[config.mk]
export PLATFORM = sky130hd
export DESIGN_NAME = multicore_round_robin_scheduler_core_flat
export DESIGN_NICKNAME = d
export VERILOG_FILES = /design/src/sv/rrs_pkg.sv /design/src/sv/rrs_if.sv /design/src/sv/rrs_ram.sv /design/src/sv/rrs_queue.sv /design/src/sv/multicore_round_robin_scheduler_core.sv /design/src/flat_wrapper.sv
export SDC_FILE = /design/constraint.sdc
export NUM_CORES = 2
export LEC_CHECK = 0
export BUFFER_PORTS_ARGS = -buffer_cell sky130_fd_sc_hd__buf_2
export CORE_MARGIN = 4
export CORE_UTILIZATION = 45
export CTS_CLUSTER_SIZE = 16
export DETAILED_ROUTE_END_ITERATION = 7
export PLACE_DENSITY = 0.67
export SETUP_SLACK_MARGIN = 0.02
export SLEW_MARGIN = 30
export SYNTH_ARGS = -nofsm -noshare
export SYNTH_HDL_FRONTEND = slang
export SYNTH_SLANG_ARGS = --single-unit
[constraint.sdc]
create_clock -name clk -period 19.55 [get_ports clk]
set_input_delay 3.91 -clock clk [delete_from_list [all_inputs] [get_ports clk]]
set_output_delay 3.91 -clock clk [all_outputs]
set_load 0.1 [all_outputs]
[src/sv/rrs_pkg.sv]
package rrs_pkg;

    // Sizing
    localparam int CORES         = 4;
    localparam int QUEUE_DEPTH   = 256;
    localparam int PID_BITS      = 8;

    localparam int PTR_BITS      = (QUEUE_DEPTH > 1) ? $clog2(QUEUE_DEPTH) : 1;
    localparam int CNT_BITS      = $clog2(QUEUE_DEPTH + 1);
    localparam int CORE_SEL_BITS = (CORES > 1) ? $clog2(CORES) : 1;

    // Fixed field widths
    localparam int KIND_BITS     = 2;
    localparam int CORE_BITS     = 2;
    localparam int TASK_BITS     = 8;
    localparam int QUANTUM_BITS  = 16;
    localparam int CFG_IDX_BITS  = 2;

    // Request kinds
    localparam logic [KIND_BITS-1:0] KIND_ENQUEUE = 2'd0;
    localparam logic [KIND_BITS-1:0] KIND_TICK    = 2'd1;
    localparam logic [KIND_BITS-1:0] KIND_BLOCK   = 2'd2;
    localparam logic [KIND_BITS-1:0] KIND_EXIT    = 2'd3;

    typedef logic [PTR_BITS-1:0]     ptr_t;
    typedef logic [CNT_BITS-1:0]     cnt_t;
    typedef logic [PID_BITS-1:0]     pid_t;
    typedef logic [QUANTUM_BITS-1:0] quantum_t;

    // Scheduler -> queue
    typedef struct packed {
        logic push;
        logic pop;
        pid_t pid;
    } queue_ctl_t;

    // Queue -> scheduler
    typedef struct packed {
        pid_t head_pid;
        cnt_t count;
        logic empty;
        logic full;
    } queue_sts_t;

    // Circular pointer increment
    function automatic ptr_t ptr_advance(input ptr_t p);
        ptr_t r;
        if (p == PTR_BITS'(QUEUE_DEPTH - 1))
            r = '0;
        else
            r = p + PTR_BITS'(1);
        return r;
    endfunction

endpackage

[src/sv/rrs_if.sv]
// Event request channel
interface rrs_req_if;
    logic                          valid;
    logic                          ready;
    logic [rrs_pkg::KIND_BITS-1:0] kind;
    logic [rrs_pkg::CORE_BITS-1:0] core;
    logic [rrs_pkg::TASK_BITS-1:0] task_id;

    modport source (output valid, kind, core, task_id, input ready);
    modport sink   (input valid, kind, core, task_id, output ready);
endinterface

// Dispatch result channel
interface rrs_res_if;
    logic                          valid;
    logic                          ready;
    logic                          run_idle;
    logic [rrs_pkg::TASK_BITS-1:0] run_task;
    logic                          dropped;

    modport source (output valid, run_idle, run_task, dropped, input ready);
    modport sink   (input valid, run_idle, run_task, dropped, output ready);
endinterface

// Quantum register write channel
interface rrs_cfg_if;
    logic                             valid;
    logic                             ready;
    logic [rrs_pkg::CFG_IDX_BITS-1:0] index;
    logic [rrs_pkg::QUANTUM_BITS-1:0] data;

    modport source (output valid, index, data, input ready);
    modport sink   (input valid, index, data, output ready);
endinterface

[src/sv/rrs_ram.sv]
module rrs_ram #(
    parameter int WIDTH = 8,
    parameter int DEPTH = 256
) (
    input  logic                     clk,
    input  logic                     we,
    input  logic [$clog2(DEPTH)-1:0] waddr,
    input  logic [WIDTH-1:0]         wdata,
    input  logic [$clog2(DEPTH)-1:0] raddr,
    output logic [WIDTH-1:0]         rdata
);

    logic [WIDTH-1:0] mem [DEPTH];
    logic [WIDTH-1:0] rdata_reg;

    always_ff @(posedge clk)
    begin
        if (we)
            mem[waddr] <= wdata;
        rdata_reg <= mem[raddr];
    end

    assign rdata = rdata_reg;

endmodule

[src/sv/rrs_queue.sv]
// Shared ready queue: circular buffer in RAM with the head entry
// prefetched, so the front pid is available every cycle.
module rrs_queue (
    input  logic                clk,
    input  logic                rst_n,
    input  rrs_pkg::queue_ctl_t ctl,
    output rrs_pkg::queue_sts_t sts
);

    rrs_pkg::ptr_t head_reg, head_next;
    rrs_pkg::ptr_t tail_reg, tail_next;
    rrs_pkg::cnt_t count_reg, count_next;
    logic          bypass_reg, bypass_next;
    rrs_pkg::pid_t bypass_data_reg;
    rrs_pkg::pid_t ram_rdata;

    // Pointer and count updates
    always_comb
    begin
        head_next  = ctl.pop  ? rrs_pkg::ptr_advance(head_reg) : head_reg;
        tail_next  = ctl.push ? rrs_pkg::ptr_advance(tail_reg) : tail_reg;
        count_next = count_reg + rrs_pkg::CNT_BITS'(ctl.push)
                               - rrs_pkg::CNT_BITS'(ctl.pop);
        // RAM read returns old data when the new head is written now
        bypass_next = ctl.push && (tail_reg == head_next);
    end

    always_ff @(posedge clk or negedge rst_n)
    begin
        if (!rst_n)
        begin
            head_reg   <= '0;
            tail_reg   <= '0;
            count_reg  <= '0;
            bypass_reg <= 1'b0;
        end
        else
        begin
            head_reg   <= head_next;
            tail_reg   <= tail_next;
            count_reg  <= count_next;
            bypass_reg <= bypass_next;
        end
    end

    always_ff @(posedge clk)
    begin
        bypass_data_reg <= ctl.pid;
    end

    // Storage, read address always tracks the next head
    rrs_ram #(
        .WIDTH (rrs_pkg::PID_BITS),
        .DEPTH (rrs_pkg::QUEUE_DEPTH)
    ) u_ram (
        .clk   (clk),
        .we    (ctl.push),
        .waddr (tail_reg),
        .wdata (ctl.pid),
        .raddr (head_next),
        .rdata (ram_rdata)
    );

    // Status
    always_comb
    begin
        sts.head_pid = bypass_reg ? bypass_data_reg : ram_rdata;
        sts.count    = count_reg;
        sts.empty    = (count_reg == '0);
        sts.full     = (count_reg == rrs_pkg::CNT_BITS'(rrs_pkg::QUEUE_DEPTH));
    end

endmodule

[src/sv/multicore_round_robin_scheduler_core.sv]
// Channel  Modport  Payload                       Purpose
// req      sink     kind, core, task_id           scheduling events
// res      source   run_idle, run_task, dropped   one result per request
// cfg      sink     index, data                   quantum_core0..3 writes
//
// A request is held in the input register; the decision loads the result
// register when the result stage can advance, and the result is offered
// from there. One request is accepted per cycle while the result is not
// stalled; the single-port-write queue RAM with a prefetched head sets
// that figure. A stalled result holds the decision stage, and req.ready
// drops once the input register is also full. Reset clears the queue
// pointers, leaves every core idle and sets all quanta to 1.
module multicore_round_robin_scheduler_core (
    input  logic      clk,
    input  logic      rst_n,
    rrs_req_if.sink   req,
    rrs_res_if.source res,
    rrs_cfg_if.sink   cfg
);

    localparam int SB = rrs_pkg::CORE_SEL_BITS;

    // Input register
    logic                          in_valid_reg;
    logic [rrs_pkg::KIND_BITS-1:0] kind_reg;
    logic [rrs_pkg::CORE_BITS-1:0] core_reg;
    rrs_pkg::pid_t                 pid_reg;

    // Result register
    logic                          out_valid_reg;
    logic                          run_idle_reg, run_idle_next;
    logic [rrs_pkg::TASK_BITS-1:0] run_task_reg, run_task_next;
    logic                          dropped_reg, dropped_next;

    // Per-core state and quanta
    rrs_pkg::quantum_t quantum_reg   [rrs_pkg::CORES];
    rrs_pkg::quantum_t slice_left_reg[rrs_pkg::CORES];
    rrs_pkg::pid_t     task_reg      [rrs_pkg::CORES];
    logic              idle_reg      [rrs_pkg::CORES];

    rrs_pkg::quantum_t slice_next, slice_dec, cur_slice, cur_quantum;
    rrs_pkg::pid_t     task_next, cur_task;
    logic              idle_next, cur_idle;
    logic              core_upd;
    logic              in_range;
    logic [SB-1:0]     sel;

    logic advance;
    logic fire;

    rrs_pkg::queue_ctl_t q_ctl;
    rrs_pkg::queue_sts_t q_sts;

    // Handshake
    assign advance   = !out_valid_reg || res.ready;
    assign fire      = in_valid_reg && advance;
    assign req.ready = !in_valid_reg || advance;
    assign cfg.ready = 1'b1;

    // Input register
    always_ff @(posedge clk or negedge rst_n)
    begin
        if (!rst_n)
            in_valid_reg <= 1'b0;
        else if (req.valid && req.ready)
            in_valid_reg <= 1'b1;
        else if (fire)
            in_valid_reg <= 1'b0;
    end

    always_ff @(posedge clk)
    begin
        if (req.valid && req.ready)
        begin
            kind_reg <= req.kind;
            core_reg <= req.core;
            pid_reg  <= req.task_id[rrs_pkg::PID_BITS-1:0];
        end
    end

    // Selected core state
    assign sel         = SB'(core_reg);
    assign in_range    = int'(core_reg) < rrs_pkg::CORES;
    assign cur_slice   = slice_left_reg[sel];
    assign cur_quantum = quantum_reg[sel];
    assign cur_task    = task_reg[sel];
    assign cur_idle    = idle_reg[sel];
    assign slice_dec   = cur_slice - rrs_pkg::QUANTUM_BITS'(1);

    // Scheduling decision
    always_comb
    begin
        q_ctl        = '0;
        q_ctl.pid    = pid_reg;
        dropped_next = 1'b0;
        slice_next   = cur_slice;
        task_next    = cur_task;
        idle_next    = cur_idle;
        core_upd     = 1'b0;

        if (fire)
        begin
            unique case (kind_reg)
                rrs_pkg::KIND_ENQUEUE:
                begin
                    if (q_sts.full)
                        dropped_next = 1'b1;
                    else
                        q_ctl.push = 1'b1;
                end
                rrs_pkg::KIND_TICK:
                begin
                    if (in_range)
                    begin
                        core_upd = 1'b1;
                        if (slice_dec != '0 && !cur_idle)
                            slice_next = slice_dec;
                        else
                        begin
                            slice_next = cur_quantum;
                            if (!q_sts.empty)
                            begin
                                // pop first, then requeue the preempted task
                                q_ctl.pop = 1'b1;
                                if (!cur_idle)
                                begin
                                    q_ctl.push = 1'b1;
                                    q_ctl.pid  = cur_task;
                                end
                                task_next = q_sts.head_pid;
                                idle_next = 1'b0;
                            end
                        end
                    end
                end
                rrs_pkg::KIND_BLOCK, rrs_pkg::KIND_EXIT:
                begin
                    if (in_range)
                    begin
                        core_upd   = 1'b1;
                        slice_next = cur_quantum;
                        if (!q_sts.empty)
                        begin
                            q_ctl.pop = 1'b1;
                            task_next = q_sts.head_pid;
                            idle_next = 1'b0;
                        end
                        else
                        begin
                            task_next = '0;
                            idle_next = 1'b1;
                        end
                    end
                end
                default:
                begin
                    dropped_next = 1'b0;
                end
            endcase
        end
    end

    // Result fields
    always_comb
    begin
        if (kind_reg == rrs_pkg::KIND_ENQUEUE)
        begin
            run_idle_next = 1'b0;
            run_task_next = '0;
        end
        else if (!in_range || idle_next)
        begin
            run_idle_next = 1'b1;
            run_task_next = '0;
        end
        else
        begin
            run_idle_next = 1'b0;
            run_task_next = rrs_pkg::TASK_BITS'(task_next);
        end
    end

    // Ready queue
    rrs_queue u_queue (
        .clk   (clk),
        .rst_n (rst_n),
        .ctl   (q_ctl),
        .sts   (q_sts)
    );

    // Core state and quantum registers
    always_ff @(posedge clk or negedge rst_n)
    begin
        if (!rst_n)
        begin
            for (int c = 0; c < rrs_pkg::CORES; c++)
            begin
                quantum_reg[c]    <= rrs_pkg::QUANTUM_BITS'(1);
                slice_left_reg[c] <= rrs_pkg::QUANTUM_BITS'(1);
                task_reg[c]       <= '0;
                idle_reg[c]       <= 1'b1;
            end
        end
        else
        begin
            if (cfg.valid && int'(cfg.index) < rrs_pkg::CORES)
                quantum_reg[SB'(cfg.index)] <= cfg.data;
            if (core_upd)
            begin
                slice_left_reg[sel] <= slice_next;
                task_reg[sel]       <= task_next;
                idle_reg[sel]       <= idle_next;
            end
        end
    end

    // Result register
    always_ff @(posedge clk or negedge rst_n)
    begin
        if (!rst_n)
            out_valid_reg <= 1'b0;
        else if (fire)
            out_valid_reg <= 1'b1;
        else if (res.ready)
            out_valid_reg <= 1'b0;
    end

    always_ff @(posedge clk)
    begin
        if (fire)
        begin
            run_idle_reg <= run_idle_next;
            run_task_reg <= run_task_next;
            dropped_reg  <= dropped_next;
        end
    end

    assign res.valid    = out_valid_reg;
    assign res.run_idle = run_idle_reg;
    assign res.run_task = run_task_reg;
    assign res.dropped  = dropped_reg;

    // Checks
    a_count_bound: assert property (@(posedge clk) disable iff (!rst_n)
        q_sts.count <= rrs_pkg::CNT_BITS'(rrs_pkg::QUEUE_DEPTH))
        else $error("ready queue count above depth");

    a_drop_only_full: assert property (@(posedge clk) disable iff (!rst_n)
        fire && dropped_next |-> kind_reg == rrs_pkg::KIND_ENQUEUE && q_sts.full)
        else $error("drop flagged without a full queue");

    a_idle_no_task: assert property (@(posedge clk) disable iff (!rst_n)
        res.valid && res.run_idle |-> res.run_task == '0)
        else $error("idle result carries a pid");

    a_stall_freezes_queue: assert property (@(posedge clk) disable iff (!rst_n)
        res.valid && !res.ready |=> $stable(q_sts.count))
        else $error("queue changed while result stalled");

endmodule
[src/flat_wrapper.sv]
// flat-port wrapper written by rule: the top's interface ports become plain ports
module multicore_round_robin_scheduler_core_flat 
  (clk, rst_n, req_valid, req_kind, req_core, req_task_id, req_ready, res_valid, res_run_idle, res_run_task, res_dropped, res_ready, cfg_valid, cfg_index, cfg_data, cfg_ready);
  rrs_req_if req_i ();
  rrs_res_if res_i ();
  rrs_cfg_if cfg_i ();
  input  logic clk;
  input  logic rst_n;
  input wire logic [$bits(req_i.valid)-1:0] req_valid;
  input wire logic [$bits(req_i.kind)-1:0] req_kind;
  input wire logic [$bits(req_i.core)-1:0] req_core;
  input wire logic [$bits(req_i.task_id)-1:0] req_task_id;
  output wire logic [$bits(req_i.ready)-1:0] req_ready;
  output wire logic [$bits(res_i.valid)-1:0] res_valid;
  output wire logic [$bits(res_i.run_idle)-1:0] res_run_idle;
  output wire logic [$bits(res_i.run_task)-1:0] res_run_task;
  output wire logic [$bits(res_i.dropped)-1:0] res_dropped;
  input wire logic [$bits(res_i.ready)-1:0] res_ready;
  input wire logic [$bits(cfg_i.valid)-1:0] cfg_valid;
  input wire logic [$bits(cfg_i.index)-1:0] cfg_index;
  input wire logic [$bits(cfg_i.data)-1:0] cfg_data;
  output wire logic [$bits(cfg_i.ready)-1:0] cfg_ready;
  assign req_i.valid = req_valid;
  assign req_i.kind = req_kind;
  assign req_i.core = req_core;
  assign req_i.task_id = req_task_id;
  assign req_ready = req_i.ready;
  assign res_valid = res_i.valid;
  assign res_run_idle = res_i.run_idle;
  assign res_run_task = res_i.run_task;
  assign res_dropped = res_i.dropped;
  assign res_i.ready = res_ready;
  assign cfg_i.valid = cfg_valid;
  assign cfg_i.index = cfg_index;
  assign cfg_i.data = cfg_data;
  assign cfg_ready = cfg_i.ready;
  multicore_round_robin_scheduler_core u_core (.clk(clk), .rst_n(rst_n), .req(req_i), .res(res_i), .cfg(cfg_i));
endmodule
* Yosys cells after proc, flatten, opt, wreduce, memory -nomap -nowiden *
Memories as Yosys holds them, arrays and structs flattened. A register that Yosys moved wholly into a read port is not among the register bits.
Index checks and enable logic that the tools add are counted.

word-level totals
  input bits = 35
  memory bits (writable) = 2048
  bits in registers = 222
  memories kept = 1

operators by class
  reductions and logical operators = 19
  bitwise logic cells = 2
  muxes and demuxes = 61
  order comparisons = 4
  $add $sub $neg = 5
  eq/ne operators = 7

memories
  memory                    words  bits a word  rd ports  clocked after Yosys merged registers in  write ports  line           RTL
  u_core.u_queue.u_ram.mem  256    8            1         1                                        1            rrs_ram.sv:13  logic [WIDTH-1:0] mem [DEPTH];

operator list
  cell                                                       number
  bitwise mux 64 bit                                         2
  two-way mux 16 bit                                         8
  two-way mux 8 bit                                          13
  binary-select mux 16 bit (select 2 bit)                    2
  demux 16 bit (select 2 bit)                                2
  bitwise mux 32 bit                                         1
  case mux 16 bit (2 select lines)                           1
  two-way mux 10 bit                                         3
  two-way mux 1 bit                                          20
  adder 8 x 1 -> 8 bit (second input constant)               2
  binary-select mux 8 bit (select 2 bit)                     1
  demux 8 bit (select 2 bit)                                 1
  == test 8 bit (second input constant)                      2
  case mux 8 bit (2 select lines)                            1
  nonzero test 16 bit                                        1
  subtractor 16 x 1 -> 16 bit (second input constant)        1
  adder 9 x 1 -> 9 bit                                       1
  == test 9 bit (second input constant)                      1
  zero test 9 bit                                            1
  subtractor 9 x 1 -> 9 bit                                  1
  == test 8 bit                                              1
  greater-or-equal comparator 3 bit (second input constant)  2
  logical AND 1 bit                                          6
  < comparator 3 x 1 -> 1 bit (second input constant)        2
  13 further kinds                                           22

* Depth between registers and ports, before layout *
  depth in word-level cells = 13
  gate-level depth with buffers = 32
  depth with buffers taken out = 28

* Modules after synthesis *
From an unflattened synthesis, not the netlist that was laid out.

second synthesis, totals
  cell total of the unflattened synthesis = 4650
  area total of the unflattened synthesis = 90703.2 µm²

modules (own cells, without submodules)
  module                                cells each  seq. area each (µm²)  area each (µm²)  instances
  rrs_ram                               3733        61659.1               79556.3          1
  multicore_round_robin_scheduler_core  748         4829.6                9321.4           1
  rrs_queue                             169         810.8                 1825.5           1

* Worst setup path after synthesis *
Ideal clock, no wire load.

  path type = input port to output port
  from = in res_ready
  to = out req_ready
  stages on the path = 1
  required time = 15.640 ns
  setup slack = 10.908 ns
  arrival time = 4.732 ns
  path through = nand3b_1

between the ends
  cells in the longest elaborated chain, start to end = 2

ends and longest elaborated chain
  item                line                                        RTL
  start: declaration  flat_wrapper.sv:18                          input wire logic [$bits(res_i.ready)-1:0] res_ready;
  logical OR 1 bit    multicore_round_robin_scheduler_core.sv:55  assign advance = !out_valid_reg || res.ready;
  logical OR 1 bit    multicore_round_robin_scheduler_core.sv:57  assign req.ready = !in_valid_reg || advance;
  end: declaration    flat_wrapper.sv:13                          output wire logic [$bits(req_i.ready)-1:0] req_ready;

No other way between the ends.

* Final worst setup path *
  from = in res_ready
  to = reg u_core.u_queue.u_ram.rdata_reg[0], in the netlist u_core.u_queue.u_ram.rdata[0], read port of u_core.u_queue.u_ram.mem

between the ends
  cells in the longest elaborated chain, start to end = 4

ends and longest elaborated chain
  item                line                                         RTL
  logical OR 1 bit    multicore_round_robin_scheduler_core.sv:55
  logical AND 1 bit   multicore_round_robin_scheduler_core.sv:56   assign fire = in_valid_reg && advance;
  net u_core.fire     multicore_round_robin_scheduler_core.sv:49   logic fire;
  two-way mux 10 bit  multicore_round_robin_scheduler_core.sv:101  if (fire)
  two-way mux 8 bit   rrs_queue.sv:20                              head_next = ctl.pop ? rrs_pkg::ptr_advance(head_reg) : head_reg;
  end: declaration    rrs_ram.sv:14                                logic [WIDTH-1:0] rdata_reg;

The timed path passes the listed nets, and every way through them passes these cells.
A chain may end at the register's enable or synchronous reset.

==> metrics.cfg <==
[status]
status = complete, but fails checks
violations = design-rule violations

[global_routing]
grt_use_met2 = 0.3585
grt_pass1_vias = 55910
grt_usage = 0.2344
grt_pass1_wl_mm = 379.5
antenna_found_initial = 13
grt-ovfl-total = 0
grt.busiest_layer = met2
grt_max_degree = 182
grt_util_met3 = 0.04978
use_met1 = 0.3299

[setup_path]
r2r-end = u_core.u_queue.u_ram.rdata[0]
startpoint = res_ready
worst-path-max-fanout = 113
required_ps = 20250
rr_worst_depth = 20
worstSetupStartpointType = primary input
path_class = in2reg
regToRegStartpoint = u_core.core_reg[0]
reg2reg_setup_slack_ps = 10230
cp.arrival_ps = 10660
worstSetupEndpointType = register

[logic_synthesis]
ys_types = 89
synth-edff-count = 2070
synth_area_leaders = edfxtp_1 (67%), nand2_1 (6.1%), dfrtp_1 (4.8%), mux2i_1 (4.8%), nand3_1 (3.5%)
ys_seq_area_frac = 0.7231
ys_seq_elements = 2278
synth_cells = 6800
synth_area_um2 = 93070
synth_top_area_frac = 0.6679
syn_nets = 6855
synth_flop_cell = edfxtp_1
yosys_warnings = 0
synthArstFlopShare = 0.08428
avgSynthCellArea_um2 = 13.69
yosysTopAreaCell = edfxtp_1

[floorplan]
dieHeight_um = 462.8
die_area_um2 = 214200
die_w_um = 462.8
initial_utilization = 0.4535
core_area_um2 = 205200
ios = 48
rows = 166

[cts]
cts_tree = done
cts_max_path_buffers = 3
post_cts_resized = 0
cts.sinks = 2278
post_cts_buffers = 0
root_buffer = clkbuf_16
numCtsBuffers = 220
clk_latency_ps = 850
holdBufCountCts = 0
htree_num_levels = 4
clkTransAtPathRegs_ps = 70

[timing]
clock.fmax_mhz = 100.4
finalSetupViolations = 0
finalHoldViolCount = 0
min_period_ps = 9963
worstMarginPinSlew_ps = 1113
drv_slew = 0
skew_ps = 46.38
setup_slack_ps = 9587
rsz0062_at_grt = no
period_share = 0.5096
setup_tns_ps = 0
relSlewSlack = 0.2575

[power_and_ir_drop]
power_density_nw_per_um2 = 119.7
vdd_drop_max_v = 0.0001468
leakagePower_nw = 35.88

[cells_and_area]
layout_commonest_cell = edfxtp_1
largest_reg_flops = 2048
nets = 6788
final_cell_mix = edfxtp_1 (2070), nand2_1 (1511), nand3_1 (638), mux2i_1 (446), nor2_1 (349)
drive_above_1_share = 0.09955
area_growth_pct = 10.79

[worst_hold_path]
hp-start = u_core.slice_left_reg[6]
hp-class = reg2reg
min_delay_worst_endpoint = u_core.slice_left_reg[6]
whs_path_depth = 2

[route]
vias = 58650
drtAntennaViolNets = 0
firstDrtPassIters = 8
route.detailed.drc = 1
wire_per_inst_um = 26.87
drt_iter0_markers = 8307
routed_wirelength_mm = 258.3
vias_per_cell = 6.101

[place]
dp_slack_ps = 8828
gp_congestion = 0.8864
io_buffers = 46
hpwl_mm = 151.3

[flow_run]
maxCapViolCount = 0

[worst max-delay path by stage]
stage                                     to  depth (start not counted)
2_1_floorplan                      req_ready                          1
3_3_place_gp   u_core.u_queue.u_ram.rdata[0]                         17
3_5_place_dp   u_core.u_queue.u_ram.rdata[3]                         17
4_1_cts        u_core.u_queue.u_ram.rdata[4]                         17
5_1_grt        u_core.u_queue.u_ram.rdata[4]                         18
6_report       u_core.u_queue.u_ram.rdata[0]                         18
[report_power, final]
| part | total (mW) | switching [mW] | leakage [nW] | internal [mW] |
|---|---|---|---|---|
| sequential | 5.54 | 0.0877 | 21.2 | 5.45 |
| clock | 4.25 | 1.83 | 3.50 | 2.42 |
| combinational | 2.55 | 1.85 | 11.2 | 0.705 |
| total | 12.3 | 3.77 | 35.9 | 8.57 |
[worst max-delay path: stages]
cell and delay, ps:
buf_2 100, nand2b_1 190, nand2_1 90, buf_4 360, inv_1 420, o21ai_1 520
o21ai_0 170, o21ai_1 410, nor3_4 210, inv_8 620, buf_4 850, buf_4 760
mux2i_1 310, a32oi_1 140, a31oi_1 410, o211ai_1 390, nand4_1 410, o211ai_1 160
[metrics by stage]
| step | hold slack (ps) | instances | area (µm²) | total power [mW] | util |
|---|---|---|---|---|---|
| floorplan | 440.5 | 6800 | 93070 | 7.185 | - |
| finish | 472.2 | 9613 | 103100 | 12.34 | 0.5025 |
| global placement | 452.7 | 9194 | 95670 | 8.068 | 0.4662 |
| detailed placement | 457.4 | 9194 | 95730 | 8.124 | 0.4665 |
| CTS | 471.9 | 9604 | 102900 | 12.31 | 0.5016 |
| global route | 493.5 | 9611 | 103100 | 12.72 | 0.5025 |
[synth_stat cells, types with 11 or more instances]
master and count:
a21oi_1 56, a311oi_1 15, inv_1 31, o2111ai_1 42
o221ai_1 14, mux2_2 75, o31ai_1 32, nand2_1 1511
mux2i_1 446, and3_1 14, ha_1 19, clkbuf_1 173
dfstp_2 12, o31a_1 11, nor2_1 365, o22ai_1 31
dfrtp_1 180, buf_2 184, o211ai_1 26, buf_1 39
a31oi_1 102, xor2_1 12, edfxtp_1 2070, o21ai_0 74
buf_4 26, a211oi_1 19, nor3_1 23, nand4_1 148
xnor2_1 25, a221oi_1 20, a32oi_1 97, mux4_2 41
dfxtp_1 16, a22oi_1 23, nand3_1 655, buf_6 18
[layer usage]
| layer | vias to the layer above | wire (µm) |
|---|---|---|
| li1 | 25270 | - |
| met1 | 29370 | 102200 |
| met2 | 3446 | 117400 |
| met3 | 558 | 27880 |
| met4 | 14 | 10690 |
| met5 | - | 79 |
[area by class of cell]
cell class	count	area, µm²
Clock buffer	287	5931
Multi-Input combinational cell	4044	23880
Inverter	38	163.9
Antenna cell	4	10.01
Timing Repair Buffer	151	1201
Tap cell	2688	3363
Clock inverter	123	1265
Fill cell	16920	102100
Sequential cell	2278	67300
[logic make-up (layout without fill, tap and decap cells)]
group | after synthesis | in the layout | share of synthesized area
flip-flops | 2278 | 2278 | 0.7231
XOR/XNOR | 38 | 38 | 0.003778
adder cells (fa/ha/maj) | 20 | 20 | 0.002769
multiplexers | 563 | 563 | 0.06708
other | 1 | 5 | 0.00004029
AND/OR/NAND/NOR | 2806 | 2806 | 0.1307
AO/OA/AOI/OAI | 616 | 616 | 0.04822
buffers and inverters | 478 | 599 | 0.02431
Note: power is estimated with default switching activity, not from simulation.
